$ cat src/rmrb_pkg.sv
// ----------------------------------------------------------------------------
// rmrb_pkg
// Shared types and constants of the run-masked rectangle blit engine.
// ----------------------------------------------------------------------------
package rmrb_pkg;

    // field widths
    localparam int PIX_W      = 32;
    localparam int CODE_W     = 8;
    localparam int IDX_W      = 20;
    localparam int DIM_REG_W  = 11;
    localparam int CFG_IDX_W  = 3;
    localparam int CFG_DATA_W = 20;

    localparam int MAX_DIM_DEF = 1024;

    // register indexes of the configuration port
    localparam logic [CFG_IDX_W-1:0] CFG_MODE      = 3'd0;
    localparam logic [CFG_IDX_W-1:0] CFG_ROWS      = 3'd1;
    localparam logic [CFG_IDX_W-1:0] CFG_COLUMNS   = 3'd2;
    localparam logic [CFG_IDX_W-1:0] CFG_DST_WIDTH = 3'd3;
    localparam logic [CFG_IDX_W-1:0] CFG_DST_BASE  = 3'd4;

    // transfer modes
    localparam logic MODE_BLIT = 1'b0;
    localparam logic MODE_COPY = 1'b1;

    typedef struct packed {
        logic                  mode;
        logic [DIM_REG_W-1:0]  rows;
        logic [DIM_REG_W-1:0]  columns;
        logic [DIM_REG_W-1:0]  dst_width;
        logic [IDX_W-1:0]      dst_base;
    } cfg_t;

    localparam cfg_t CFG_RESET = '{
        mode:      MODE_BLIT,
        rows:      11'd1,
        columns:   11'd1,
        dst_width: 11'd1024,
        dst_base:  20'd0
    };

    typedef struct packed {
        logic [IDX_W-1:0]         dst_index;
        logic [PIX_W-1:0]         dst_pixel;
        logic signed [CODE_W-1:0] dst_code;
        logic                     bad_code;
        logic                     last;
    } result_t;

endpackage

$ cat src/rmrb_cfg_regs.sv
// ----------------------------------------------------------------------------
// rmrb_cfg_regs
// Configuration register file: decodes writes by index, no read-back.
// ----------------------------------------------------------------------------
module rmrb_cfg_regs (
    input  logic                           clk,
    input  logic                           rst_n,
    input  logic                           cfg_write,
    input  logic [rmrb_pkg::CFG_IDX_W-1:0] cfg_index,
    input  logic [rmrb_pkg::CFG_DATA_W-1:0] cfg_data,
    output rmrb_pkg::cfg_t                 cfg
);
    import rmrb_pkg::*;

    cfg_t cfg_reg;
    cfg_t cfg_next;

    always_comb
    begin
        cfg_next = cfg_reg;
        if (cfg_write)
        begin
            case (cfg_index)
                CFG_MODE:      cfg_next.mode      = cfg_data[0];
                CFG_ROWS:      cfg_next.rows      = cfg_data[DIM_REG_W-1:0];
                CFG_COLUMNS:   cfg_next.columns   = cfg_data[DIM_REG_W-1:0];
                CFG_DST_WIDTH: cfg_next.dst_width = cfg_data[DIM_REG_W-1:0];
                CFG_DST_BASE:  cfg_next.dst_base  = cfg_data[IDX_W-1:0];
                default:       cfg_next = cfg_reg;
            endcase
        end
    end

    always_ff @(posedge clk or negedge rst_n)
    begin
        if (!rst_n)
        begin
            cfg_reg <= CFG_RESET;
        end
        else
        begin
            cfg_reg <= cfg_next;
        end
    end

    assign cfg = cfg_reg;

endmodule

$ cat src/rmrb_ctrl.sv
// ----------------------------------------------------------------------------
// rmrb_ctrl
// Input register, raster position, run tracking and destination index.
// ----------------------------------------------------------------------------
module rmrb_ctrl #(
    parameter int MAX_DIM = rmrb_pkg::MAX_DIM_DEF
) (
    input  logic                            clk,
    input  logic                            rst_n,
    input  rmrb_pkg::cfg_t                  cfg,
    input  logic                            in_valid,
    output logic                            in_stall,
    input  logic [rmrb_pkg::PIX_W-1:0]      src_pixel,
    input  logic signed [rmrb_pkg::CODE_W-1:0] run_code,
    input  logic                            buf_ready,
    output logic                            push,
    output rmrb_pkg::result_t               result
);
    import rmrb_pkg::*;

    localparam int CNT_W  = $clog2(MAX_DIM);
    localparam int DIM_W  = $clog2(MAX_DIM + 1);
    localparam int PROD_W = CNT_W + DIM_REG_W;

    // input register
    logic                     item_valid_reg;
    logic [PIX_W-1:0]         pixel_reg;
    logic signed [CODE_W-1:0] code_reg;

    // transfer state
    logic [CNT_W-1:0]  row_count_reg, row_count_next;
    logic [CNT_W-1:0]  col_count_reg, col_count_next;
    logic [CODE_W-1:0] run_left_reg, run_left_next;
    logic              run_copies_reg, run_copies_next;
    logic              aborted_reg, aborted_next;

    logic              fire;
    logic              load;
    logic [DIM_W-1:0]  cols_eff;
    logic [DIM_W-1:0]  rows_eff;
    logic              row_end;
    logic              final_item;
    logic [PROD_W-1:0] row_offset;
    logic [IDX_W-1:0]  index;
    logic              has_res;
    logic              res_bad;
    logic              res_zero;

    assign fire     = item_valid_reg && buf_ready;
    assign in_stall = item_valid_reg && !buf_ready;
    assign load     = in_valid && !in_stall;

    always_ff @(posedge clk or negedge rst_n)
    begin
        if (!rst_n)
        begin
            item_valid_reg <= 1'b0;
        end
        else if (load)
        begin
            item_valid_reg <= 1'b1;
        end
        else if (fire)
        begin
            item_valid_reg <= 1'b0;
        end
    end

    always_ff @(posedge clk)
    begin
        if (load)
        begin
            pixel_reg <= src_pixel;
            code_reg  <= run_code;
        end
    end

    // dimensions: zero acts as one, anything above MAX_DIM is clamped
    always_comb
    begin
        if (cfg.columns == '0)
            cols_eff = DIM_W'(1);
        else if (32'(cfg.columns) > 32'(MAX_DIM))
            cols_eff = DIM_W'(MAX_DIM);
        else
            cols_eff = DIM_W'(cfg.columns);

        if (cfg.rows == '0)
            rows_eff = DIM_W'(1);
        else if (32'(cfg.rows) > 32'(MAX_DIM))
            rows_eff = DIM_W'(MAX_DIM);
        else
            rows_eff = DIM_W'(cfg.rows);
    end

    assign row_end    = (DIM_W'(col_count_reg) + DIM_W'(1)) >= cols_eff;
    assign final_item = row_end && ((DIM_W'(row_count_reg) + DIM_W'(1)) >= rows_eff);

    assign row_offset = PROD_W'(row_count_reg) * PROD_W'(cfg.dst_width);
    assign index      = cfg.dst_base + IDX_W'(row_offset) + IDX_W'(col_count_reg);

    always_comb
    begin
        row_count_next  = row_count_reg;
        col_count_next  = col_count_reg;
        run_left_next   = run_left_reg;
        run_copies_next = run_copies_reg;
        aborted_next    = aborted_reg;
        has_res         = 1'b0;
        res_bad         = 1'b0;
        res_zero        = 1'b0;

        if (aborted_reg)
        begin
            has_res = 1'b0;
        end
        else if (cfg.mode == MODE_COPY)
        begin
            has_res = 1'b1;
        end
        else if (run_left_reg == '0)
        begin
            if (code_reg == '0)
            begin
                has_res      = 1'b1;
                res_bad      = 1'b1;
                res_zero     = 1'b1;
                aborted_next = 1'b1;
            end
            else if (!code_reg[CODE_W-1])
            begin
                // copy run, this pixel included
                has_res         = 1'b1;
                run_copies_next = 1'b1;
                run_left_next   = $unsigned(code_reg) - CODE_W'(1);
            end
            else
            begin
                // skip run: -code - 1 is the bitwise complement
                run_copies_next = 1'b0;
                run_left_next   = ~$unsigned(code_reg);
            end
        end
        else
        begin
            run_left_next = run_left_reg - CODE_W'(1);
            has_res       = run_copies_reg;
        end

        if (row_end)
        begin
            col_count_next  = '0;
            run_left_next   = '0;
            run_copies_next = 1'b0;
            if (final_item)
            begin
                row_count_next = '0;
                aborted_next   = 1'b0;
            end
            else
            begin
                row_count_next = row_count_reg + CNT_W'(1);
            end
        end
        else
        begin
            col_count_next = col_count_reg + CNT_W'(1);
        end
    end

    always_ff @(posedge clk or negedge rst_n)
    begin
        if (!rst_n)
        begin
            row_count_reg  <= '0;
            col_count_reg  <= '0;
            run_left_reg   <= '0;
            run_copies_reg <= 1'b0;
            aborted_reg    <= 1'b0;
        end
        else if (fire)
        begin
            row_count_reg  <= row_count_next;
            col_count_reg  <= col_count_next;
            run_left_reg   <= run_left_next;
            run_copies_reg <= run_copies_next;
            aborted_reg    <= aborted_next;
        end
    end

    assign push             = fire && has_res;
    assign result.dst_index = index;
    assign result.dst_pixel = res_zero ? '0 : pixel_reg;
    assign result.dst_code  = res_zero ? '0 : code_reg;
    assign result.bad_code  = res_bad;
    assign result.last      = final_item;

    a_final_wraps: assert property (@(posedge clk) disable iff (!rst_n)
        fire && final_item |=> !aborted_reg && row_count_reg == '0 && col_count_reg == '0)
        else $error("position or abort flag not cleared after final item");

    a_row_end_run: assert property (@(posedge clk) disable iff (!rst_n)
        fire && row_end |=> run_left_reg == '0 && !run_copies_reg)
        else $error("run state survived a row end");

    a_abort_quiet: assert property (@(posedge clk) disable iff (!rst_n)
        aborted_reg |-> !push)
        else $error("result emitted during an aborted transfer");

endmodule

$ cat src/rmrb_out_buf.sv
// ----------------------------------------------------------------------------
// rmrb_out_buf
// Two-entry output buffer: result register plus skid register.
// ----------------------------------------------------------------------------
module rmrb_out_buf (
    input  logic              clk,
    input  logic              rst_n,
    input  logic              push,
    input  rmrb_pkg::result_t push_data,
    output logic              ready,
    output logic              out_valid,
    input  logic              out_stall,
    output rmrb_pkg::result_t out_data
);
    import rmrb_pkg::*;

    logic    out_valid_reg;
    logic    skid_valid_reg;
    result_t out_data_reg;
    result_t skid_data_reg;
    logic    pop;

    assign pop   = out_valid_reg && !out_stall;
    assign ready = !skid_valid_reg;

    always_ff @(posedge clk or negedge rst_n)
    begin
        if (!rst_n)
        begin
            out_valid_reg  <= 1'b0;
            skid_valid_reg <= 1'b0;
        end
        else if (pop)
        begin
            if (skid_valid_reg)
            begin
                skid_valid_reg <= 1'b0;
            end
            else
            begin
                out_valid_reg <= push;
            end
        end
        else if (!out_valid_reg)
        begin
            out_valid_reg <= push;
        end
        else if (push)
        begin
            skid_valid_reg <= 1'b1;
        end
    end

    always_ff @(posedge clk)
    begin
        if (pop && skid_valid_reg)
        begin
            out_data_reg <= skid_data_reg;
        end
        else if (push && (pop || !out_valid_reg))
        begin
            out_data_reg <= push_data;
        end
        else if (push)
        begin
            skid_data_reg <= push_data;
        end
    end

    assign out_valid = out_valid_reg;
    assign out_data  = out_data_reg;

    a_skid_order: assert property (@(posedge clk) disable iff (!rst_n)
        skid_valid_reg |-> out_valid_reg)
        else $error("skid entry held without a result in front");

    a_no_overflow: assert property (@(posedge clk) disable iff (!rst_n)
        push |-> !skid_valid_reg)
        else $error("result pushed into a full buffer");

endmodule

$ cat src/run_masked_rect_blit.sv
// ----------------------------------------------------------------------------
// run_masked_rect_blit
// Masked rectangle blit with run-length transparency codes.
// ----------------------------------------------------------------------------
//
//  channel   direction  handshake            payload
//  -------   ---------  -------------------  -----------------------------------
//  config    in         cfg_write            cfg_index, cfg_data
//  source    in         in_valid / in_stall  src_pixel, run_code
//  dest      out        out_valid/out_stall  dst_index, dst_pixel, dst_code,
//                                            bad_code, last
//
//  One item per cycle sustained while the destination does not stall. An item
//  is held in the input register, where position, run tracking and the index
//  multiply-add are evaluated, and its result, if any, is then registered in
//  the output buffer. The output side holds two results (output plus skid
//  register); the skid entry catches the result already in flight when the
//  destination stalls, and the source is held only once that entry is full.
//  in_stall rises only while both output entries are full and an item waits.
//  Reset clears position, run state, abort flag and all valid flags and loads
//  the default configuration; no clearing pass is needed.
//
// ----------------------------------------------------------------------------
module run_masked_rect_blit #(
    parameter int MAX_DIM = rmrb_pkg::MAX_DIM_DEF
) (
    input  logic                               clk,
    input  logic                               rst_n,
    // configuration write port
    input  logic                               cfg_write,
    input  logic [rmrb_pkg::CFG_IDX_W-1:0]     cfg_index,
    input  logic [rmrb_pkg::CFG_DATA_W-1:0]    cfg_data,
    // source items
    input  logic                               in_valid,
    output logic                               in_stall,
    input  logic [rmrb_pkg::PIX_W-1:0]         src_pixel,
    input  logic signed [rmrb_pkg::CODE_W-1:0] run_code,
    // destination writes
    output logic                               out_valid,
    input  logic                               out_stall,
    output logic [rmrb_pkg::IDX_W-1:0]         dst_index,
    output logic [rmrb_pkg::PIX_W-1:0]         dst_pixel,
    output logic signed [rmrb_pkg::CODE_W-1:0] dst_code,
    output logic                               bad_code,
    output logic                               last
);
    import rmrb_pkg::*;

    cfg_t    cfg;
    result_t result;
    result_t out_data;
    logic    push;
    logic    buf_ready;

    // configuration registers, written by the user only while the block is idle; the block does not enforce it
    rmrb_cfg_regs u_cfg (
        .clk       (clk),
        .rst_n     (rst_n),
        .cfg_write (cfg_write),
        .cfg_index (cfg_index),
        .cfg_data  (cfg_data),
        .cfg       (cfg)
    );

    // input register and per-item run/position logic
    rmrb_ctrl #(
        .MAX_DIM (MAX_DIM)
    ) u_ctrl (
        .clk       (clk),
        .rst_n     (rst_n),
        .cfg       (cfg),
        .in_valid  (in_valid),
        .in_stall  (in_stall),
        .src_pixel (src_pixel),
        .run_code  (run_code),
        .buf_ready (buf_ready),
        .push      (push),
        .result    (result)
    );

    // result register with skid entry; skipped pixels never enter it
    rmrb_out_buf u_out (
        .clk       (clk),
        .rst_n     (rst_n),
        .push      (push),
        .push_data (result),
        .ready     (buf_ready),
        .out_valid (out_valid),
        .out_stall (out_stall),
        .out_data  (out_data)
    );

    assign dst_index = out_data.dst_index;
    assign dst_pixel = out_data.dst_pixel;
    assign dst_code  = out_data.dst_code;
    assign bad_code  = out_data.bad_code;
    assign last      = out_data.last;

endmodule
$ cat config.mk
export PLATFORM = sky130hd
export DESIGN_NAME = run_masked_rect_blit
export DESIGN_NICKNAME = d
export VERILOG_FILES = /design/src/rmrb_pkg.sv /design/src/rmrb_cfg_regs.sv /design/src/rmrb_ctrl.sv /design/src/rmrb_out_buf.sv /design/src/run_masked_rect_blit.sv
export SDC_FILE = /design/constraint.sdc
export NUM_CORES = 1
export LEC_CHECK = 0
export ABC_CLOCK_PERIOD_IN_PS = 8800
export BUFFER_PORTS_ARGS = -buffer_cell sky130_fd_sc_hd__buf_2
export CAP_MARGIN = 5
export CORE_ASPECT_RATIO = 0.8
export CORE_MARGIN = 2
export CORE_UTILIZATION = 29
export CTS_CLUSTER_DIAMETER = 40
export CTS_CLUSTER_SIZE = 20
export DETAILED_ROUTE_END_ITERATION = 16
export PLACE_DENSITY = 0.53
export SLEW_MARGIN = 15
export SYNTH_ARGS = -nofsm -noshare
export SYNTH_HDL_FRONTEND = slang
export SYNTH_SLANG_ARGS = --single-unit
$ cat constraint.sdc
create_clock -name clk -period 8.8 [get_ports clk]
set_input_delay 0.88 -clock clk [delete_from_list [all_inputs] [get_ports clk]]
set_output_delay 0.88 -clock clk [all_outputs]
set_load 0.1 [all_outputs]
-- Word-level counts from Yosys, hierarchy flattened
Cells that the tools add are included.
- multipliers: 1
- equality and inequality tests: 9
- order comparisons: 4
- reductions and logical operators: 33
- bitwise operators: 3
- add/subtract/negate cells: 8
- mux-type cells: 41
- operators by type and width (cell ; count):
    62-bit 2-to-1 mux ; 2
    8-bit 2-to-1 mux ; 7
    11-bit 2-to-1 mux ; 4
    32-bit 2-to-1 mux ; 1
    1-bit 2-to-1 mux ; 25
    10-bit by 1-bit adder with 11-bit output, second input constant ; 2
    11-bit >= comparator ; 2
    11-bit greater-than comparator, second input constant ; 2
    11-bit zero test ; 2
    10-bit by 1-bit adder with 10-bit output, second input constant ; 2
    20-bit by 10-bit adder with 20-bit output ; 1
    20-bit adder ; 1
    10-bit by 11-bit multiplier with 20-bit output ; 1
    10-bit 2-to-1 mux ; 2
    8-bit zero test ; 2
    8-bit by 1-bit subtractor with 8-bit output, second input constant ; 2
    2-bit AND reduction ; 7
    2-bit nonzero test ; 5
    1-bit logical AND ; 8
    8-bit NOT ; 1
    3-bit by 2-bit == test with 1-bit output, second input constant ; 2
    5-bit AND reduction ; 1
    1-bit zero test ; 4
    2-bit by 1-bit inequality test with 1-bit output, second input constant ; 2
    other kinds (9) ; 11
- flip-flop bits (word level): 251
- logic and storage cells: 124
- output and inout bits: 64

-- Logic depth before layout (Yosys ltp)
Gate-level depths: netlist of the first run.
- depth in word-level cells: 9
- gate-level depth with buffers: 20
- mapped depth without buffers: 18

-- Modules after synthesis
Synthesis of the first run repeated with hierarchy kept, for this count alone.
- cell total of the unflattened synthesis: 1218
- area total of the unflattened synthesis: 15514.9 µm²
- modules (own cells, without submodules) (module ; times used ; cells each ; area an instance (µm²)):
    rmrb_ctrl ; 1 ; 895 ; 8363.0
    rmrb_out_buf ; 1 ; 205 ; 4882.2
    rmrb_cfg_regs ; 1 ; 118 ; 2269.7

-- Worst setup path after synthesis of the first run
Ideal clock, no wire load.
- path type: register to register
- start point: register u_ctrl.run_left_reg[3]
- end point: register u_out.out_data_reg (netlist bit u_out.out_data[0]), enable pin
- data required time: 8224 ps
- library setup time: 576 ps
- cell stages (with the launch flop): 8
- period minus slack after synthesis: 6973 ps
- path slack: 1827 ps
- arrival: 6396 ps
- buffers on the path: 1
- cell sequence: dfrtp_1 or4_1 buf_2 nor4b_2 nor2_1 a21oi_1 o21ai_0 a21boi_0
- cells in the longest elaborated chain, start to end: 7
- RTL lines (item ; RTL line ; text):
    from (decl) ; rmrb_ctrl.sv:33 ; logic [CODE_W-1:0] run_left_reg, run_left_next;
    from (signal assigned) ; rmrb_ctrl.sv:185 ; run_left_reg <= run_left_next;
    8-bit zero test ; rmrb_ctrl.sv:121 ; else if (run_left_reg == '0)
    1-bit 2-to-1 mux ; rmrb_ctrl.sv:121 ;
    1-bit 2-to-1 mux ; rmrb_ctrl.sv:117 ; else if (cfg.mode == MODE_COPY)
    1-bit 2-to-1 mux ; rmrb_ctrl.sv:113 ; if (aborted_reg)
    1-bit logical AND ; rmrb_ctrl.sv:191 ; assign push = fire && has_res;
    1-bit logical AND ; rmrb_out_buf.sv:60 ; else if (push && (pop || !out_valid_reg))
    2-bit nonzero test (no line) ; - ;
    to (signal assigned) ; rmrb_out_buf.sv:58 ; out_data_reg <= skid_data_reg;
    to (signal assigned) ; rmrb_out_buf.sv:62 ; out_data_reg <= push_data;
    to (decl) ; rmrb_out_buf.sv:19 ; result_t out_data_reg;
Every way passes these cells.
A chain may end at the register's enable or synchronous reset.

==> results.ini, run 1 <==
[yosys]
synth_top_area_cell=edfxtp_1
synth_fa_ha_area_frac=0.194
synth_top_family_by_area=adder cells
synth_cell_type_count=59
synth_xor_area_frac=0.0251
synth_top_area_frac=0.328
synth_area_um2=15000
avgSynthCellArea_um2=12.0
synth_edf_count=164
synth.area.top_cells=edfxtp_1 (33%), dfrtp_1 (14%), fa_1 (13%), mux2_2 (8.0%), ha_1 (6.2%)
async_flop_share=0.347
synth_seq_cells=251
synthMuxAreaShare=0.0809
synth_nets=1492
synthCells=1250
ys_warn_count=0
seq_area_frac_synth=0.473
synth_compound_area_frac=0.0521
synth_flop_cell=edfxtp_1
synth-simple-area-share=0.121

[timing]
skew_ns=0.0206
final.setup.tns_ns=0
clock.fmax_ghz=0.173
period_share=0.655
drv_slew=0
rsz0062_at_grt=false
hold_ws_ns=0.269
slew_headroom=0.293
worstMarginPinSlew_ns=1.06
finalHoldViolCount=0
min_period_ns=5.77
finalSetupViolCount=0

[detailed_routing]
ant_nets=0
dr.pass1.iters=4
wl_um=33600
drtIter0Drc=594
vias_per_cell=4.48
drcViolationCount=0
wl_per_cell_um=16.1
vias=9368

[cts]
cts_tree=built
cts-resized-gates=0
worstSkewPairLatency_ns=0.56
clkTransAtPathRegs_ns=0.05
cts_buffers=43
cts_root_buffer=clkbuf_16
post_cts_buffers=0
cts_hold_buf=0
cts_max_level=2
cts_sinks=251
clockBufferDepth=3

[global_routing]
grt_usage=0.128
antenna_found_initial=1
grt_overflow=0
first_global_vias=9652
grt_max_degree=63
grt_pass1_wl_um=54000

[floorplan]
io_pins=132
die_h_um=208
initial_utilization=0.294
die_w_um=258
rows=74
fp.coreArea_um2=51100
dieArea_um2=53600

[worst_setup_path]
cp.arrival_ns=6.06
end_kind=register
cp_max_fo=16
setup.worst_path.class=reg2reg
start_kind=register
required_ns=9.09

[run]
cap_violations=0

[finish]
area_growth_syn_to_layout_pct=18.6
fillCellCount=5063
drive_gt1_frac=0.257
final_nets=1612

[place]
hpwl_um=24300
portBuffers=131
gp_congestion=0.808

[min_path]
hold_path.class=in2async

[outcome]
status=finished clean

-- stage by stage --
stage                util  area, µm²  worst slack [ns]  cells
floorplan               -      15000              1.83   1250
finish              0.349      17800              3.03   2090
detailed placement  0.320      16300              2.99   2009
CTS                 0.349      17800              2.99   2089
global placement    0.320      16300              3.07   2009
global route        0.349      17800              2.74   2089
-- routing by layer --
layer | share of wire | track usage | wire length, µm
met5 | 0 | 0 | 0
met1 | 0.49 | 0.180 | 16400
met2 | 0.46 | 0.198 | 15300
met3 | 0.036 | 0.0231 | 1200
met4 | 0.020 | 0.0427 | 662
-- cell usage in the layout (no fill, tap or decap), types with 4 or more instances in the layout --
master and n:
inv_1 139, nand2b_1 4, clkinv_2 5, inv_6 5
o21bai_1 5, a21oi_1 28, xnor2_1 29, clkbuf_1 6
dfrtp_1 84, nor3_1 10, a221o_1 5, a22o_1 6
a21o_1 4, nor4_1 5, o21ai_0 36, clkbuf_16 43
buf_2 130, and2_4 28, a31oi_1 4, clkinv_4 5
ha_1 75, nor2b_1 9, nor2_1 48, mux2_2 107
nand2_1 122, fa_1 99, xor2_1 14, and2_1 71
edfxtp_1 164, o31ai_1 6, nand3_1 22, o21a_1 4
and3_1 8, buf_4 9
-- worst paths after layout --
path / start / end / slack (ns) / cells past startpoint
setup / recovery: u_ctrl.row_count_reg[6]$_DFFE_PN0P_ / u_out.out_data[58]$_DFFE_PP_ / 3.03 / 17
max in group asynchronous: rst_n / u_cfg.cfg[24]$_DFFE_PN0P_ / 7.40 / 2
setup reg to reg: u_ctrl.row_count_reg[6]$_DFFE_PN0P_ / u_out.out_data[58]$_DFFE_PP_ / 3.03 / 17
min in group clk: run_code[2] / u_ctrl.code_reg[2]$_DFFE_PP_ / 0.49 / 1
hold / removal: rst_n / u_ctrl.row_count_reg[7]$_DFFE_PN0P_ / 0.27 / 1
hold reg to reg: u_ctrl.code_reg[6]$_DFFE_PP_ / u_out.skid_data_reg[8]$_DFFE_PP_ / 0.49 / 0
-- synth_stat cells (all sizes together), types with 3 or more instances --
cell / count
edfxtp: 164
inv: 139
nand2: 122
mux2: 107
and2: 100
fa: 99
dfrtp: 84
ha: 75
clkbuf: 53
nor2: 49
o21ai: 37
xnor2: 29
a21oi: 28
nand3: 22
xor2: 14
buf: 11
nor3: 11
nor2b: 10
and3: 8
a22o: 6
o31ai: 6
a221o: 5
nor4: 5
o21bai: 5
a21o: 4
a31oi: 4
nand2b: 4
o21a: 4
a211oi: 3
a21boi: 3
dfstp: 3
nand4: 3
o211ai: 3
o22ai: 3
or4: 3
-- cell families after synthesis --
kind of cell / count (synthesis)
compound gates: 122
xor+xnor: 43
fa+ha+maj: 174
buf+inv: 203
flops: 251
mux: 108
simple gates: 349
-- worst max-delay path, cell delays in order, from the launching register on --
cell and delay [ns]:
dfrtp_1 0.56, and2_1 0.26, fa_1 0.55, inv_1 0.05, fa_1 0.48, inv_1 0.06
fa_1 0.50, fa_1 0.54, inv_1 0.05, fa_1 0.54, inv_1 0.04, ha_1 0.35
and3_1 0.23, and3_1 0.18, a221oi_1 0.47, o21ai_0 0.20, xor2_1 0.18, mux2_2 0.26
-- final cells by class --
cell class / count / area [µm²] / area share
clock buffer: 52 / 1140 / 0.0640
antenna: 1 / 2.50 / 0.000140
clock inverter: 28 / 327 / 0.0183
sequential: 251 / 7110 / 0.399
multi-input combinational: 796 / 7150 / 0.401
inverter: 139 / 522 / 0.0293
timing repair buffer: 139 / 718 / 0.0403
tap: 684 / 856 / 0.0480
Power of run 1 is left out: the tool's default activity adds up to more than one toggle a clock period on the data nets, which glitch-free logic cannot reach.
==> run 2: changes to the inputs <==
--- a/config.mk
+++ b/config.mk
@@ -5,7 +5,7 @@
 export SDC_FILE = /design/constraint.sdc
 export NUM_CORES = 1
 export LEC_CHECK = 0
-export ABC_CLOCK_PERIOD_IN_PS = 8800
+export ABC_CLOCK_PERIOD_IN_PS = 4800
 export BUFFER_PORTS_ARGS = -buffer_cell sky130_fd_sc_hd__buf_2
 export CAP_MARGIN = 5
 export CORE_ASPECT_RATIO = 0.8
@@ -14,7 +14,7 @@
 export CTS_CLUSTER_DIAMETER = 40
 export CTS_CLUSTER_SIZE = 20
 export DETAILED_ROUTE_END_ITERATION = 16
-export PLACE_DENSITY = 0.53
+export PLACE_DENSITY = 0.54
 export SLEW_MARGIN = 15
 export SYNTH_ARGS = -nofsm -noshare
 export SYNTH_HDL_FRONTEND = slang
==> constraint.sdc (replaced) <==
create_clock -name clk -period 4.8 [get_ports clk]
set_input_delay 0.48 -clock clk [delete_from_list [all_inputs] [get_ports clk]]
set_output_delay 0.48 -clock clk [all_outputs]
set_load 0.1 [all_outputs]
==> results.ini, run 2 (synthesized netlist as in run 1, its figures left out) <==
[outcome]
status=complete, but fails checks  ; was finished clean
violations=negative setup slack

[place]
pre_cts_ws_ns=-0.366  ; was 2.99 ns
portBuffers=131  ; unchanged
placedCellCount=2078  ; was 2009
gp_congestion=0.803  ; was 0.808
hpwl_um=25400  ; was 24300 µm

[detailed_routing]
vias_per_cell=4.43  ; was 4.48
wl_um=34900  ; was 33600 µm
wl_per_cell_um=16.1  ; about the same
vias=9635  ; was 9368
dr.pass1.iters=5  ; was 4
wl_met3_um=1440  ; was 1200 µm
wl_met1_um=16600  ; was 16400 µm
ant_nets=0  ; unchanged
drtIter0Drc=543  ; was 594
drcViolationCount=0  ; unchanged
wl_met2_um=16200  ; was 15300 µm
dr.max_layer_used=met5  ; was met4

[timing]
finalSetupViolCount=7  ; was 0
period_share=1.05  ; was 0.655
finalHoldViolCount=0  ; unchanged
slew_headroom=0.281  ; was 0.293
clock.fmax_ghz=0.199  ; was 0.173 GHz
min_period_ns=5.03  ; was 5.77 ns
worstMarginPinSlew_ns=1.07  ; was 1.06 ns
skew_ns=0.0226  ; was 0.0206 ns
worst_slack_ns=-0.229  ; was 3.03 ns
drv_slew=0  ; unchanged
rsz0062_at_grt=true  ; was false
hold_ws_ns=0.0862  ; was 0.269 ns

[cts]
cts_sinks=251  ; unchanged
cts_max_level=2  ; unchanged
clockBufferDepth=3  ; unchanged
cts_root_buffer=clkbuf_16  ; unchanged
cts_buffers=45  ; was 43
cts_tree=built  ; unchanged
clkTransAtPathRegs_ns=0.06  ; was 0.05 ns
worstSkewPairLatency_ns=0.56  ; about the same

[finish]
seq_area_um2=7130  ; was 7110 µm²
num_antenna_cells=0  ; was 1
multi_input_area_um2=7600  ; was 7150 µm²
drive_gt1_frac=0.364  ; was 0.257
area_growth_syn_to_layout_pct=27.1  ; was 18.6%
final_common_cell=edfxtp_1  ; unchanged
fillCellCount=4985  ; was 5063
final_util=0.373  ; was 0.349
layout.cells.non_filler=2175  ; was 2090
final_nets=1697  ; was 1612
final_cell_mix=edfxtp_1 (164), inv_1 (130), buf_2 (130)  ; was edfxtp_1 (164), inv_1 (139), buf_2 (130)

[floorplan]
fp.coreArea_um2=51100  ; unchanged
die_w_um=258  ; unchanged
dieArea_um2=53600  ; unchanged
initial_utilization=0.294  ; unchanged
rows=74  ; unchanged
die_h_um=208  ; unchanged
io_pins=132  ; unchanged

[run]
cap_violations=0  ; unchanged

[worst_setup_path]
cp_max_fo=8  ; was 16
start_kind=register  ; unchanged
cp.arrival_ns=5.33  ; was 6.06 ns
end_kind=register  ; unchanged
required_ns=5.10  ; was 9.09 ns
setup.worst_path.class=reg2reg  ; unchanged

[global_routing]
grt_max_degree=71  ; was 63
grt_overflow=0  ; unchanged
grt_usage=0.132  ; was 0.128
antenna_found_initial=1  ; unchanged
grt_pass1_wl_um=55700  ; was 54000 µm
first_global_vias=10002  ; was 9652

[min_path]
hold_path.class=in2reg  ; was in2async

run 2: changes by cell type in the layout (fill, tap and decap cells not counted), moves of 7 or more:
cell      previous run  this run
a21oi_1             28        18
and2_4              28        35
buf_4                9        81
buf_6                0        10
clkinv_4             5        12
dfrtp_1             84        68
dfrtp_2              0        16
ha_1                75        63
ha_4                 0        11
inv_1              139       130
inv_2                0         9
nand2_1            122       111
nand2_2              0         9
run 2: path summary, 6_finish.rpt:
kind	start	end	slack [ns]	cells past startpoint
min	src_pixel[3]	u_ctrl.pixel_reg[3]$_DFFE_PP_	0.09	1
min in group asynchronous	rst_n	u_cfg.cfg[49]$_DFFE_PN0P_	0.43	2
min reg2reg	u_ctrl.code_reg[6]$_DFFE_PP_	u_out.skid_data_reg[8]$_DFFE_PP_	0.48	0
max	u_cfg.cfg[25]$_DFFE_PN0P_	u_out.out_data[60]$_DFFE_PP_	-0.23	17
max reg2reg	u_cfg.cfg[25]$_DFFE_PN0P_	u_out.out_data[60]$_DFFE_PP_	-0.23	17
max in group asynchronous	rst_n	u_ctrl.row_count_reg[2]$_DFFE_PN0P_	3.21	3
run 2: per-stage QoR:
stage	instance area, µm²	TNS [ns]
after floorplan	15400	-0.152
after CTS	18900	-1.14
final	19100	-1.20
after detailed placement	17100	-2.79
after global placement	17100	-2.25
after global routing	19100	-3.84
run 2: metal layers:
| metal | GRT usage | up-vias |
|---|---|---|
| met5 | 0 | - |
| met4 | 0.0417 | 2 |
| met3 | 0.0271 | 46 |
| met2 | 0.207 | 161 |
| met1 | 0.182 | 4775 |
| li1 | - | 4651 |
run 2: layout make-up:
type                       count  share of cell area
inverter                     139              0.0273
timing repair buffer         222              0.0724
sequential                   251               0.373
clock inverter                37              0.0246
clock buffer                  46              0.0592
multi-input combinational    796               0.398
tap                          684              0.0448
run 2: repair_timing:
item / in CTS / in global routing
hold endpoints to repair: 30 / 0
gates resized for setup: 40 / 37
pin swaps: 21 / 17
buffers inserted: 8 / 6
hold buffers: 1 / 0
endpoints found under the setup margin: 16 / 21
run 2: critical path: stages (launching register included):
cell and delay (ns):
dfrtp_2 0.49, and2_4 0.17, fa_1 0.53, inv_1 0.05
fa_1 0.48, inv_1 0.05, fa_1 0.46, fa_1 0.51
inv_1 0.05, fa_1 0.49, inv_2 0.04, ha_4 0.23
and3_4 0.16, and3_4 0.17, a221oi_4 0.31, o21bai_1 0.12
xor2_1 0.18, mux2_2 0.28
Power of run 2 is left out for the same reason.
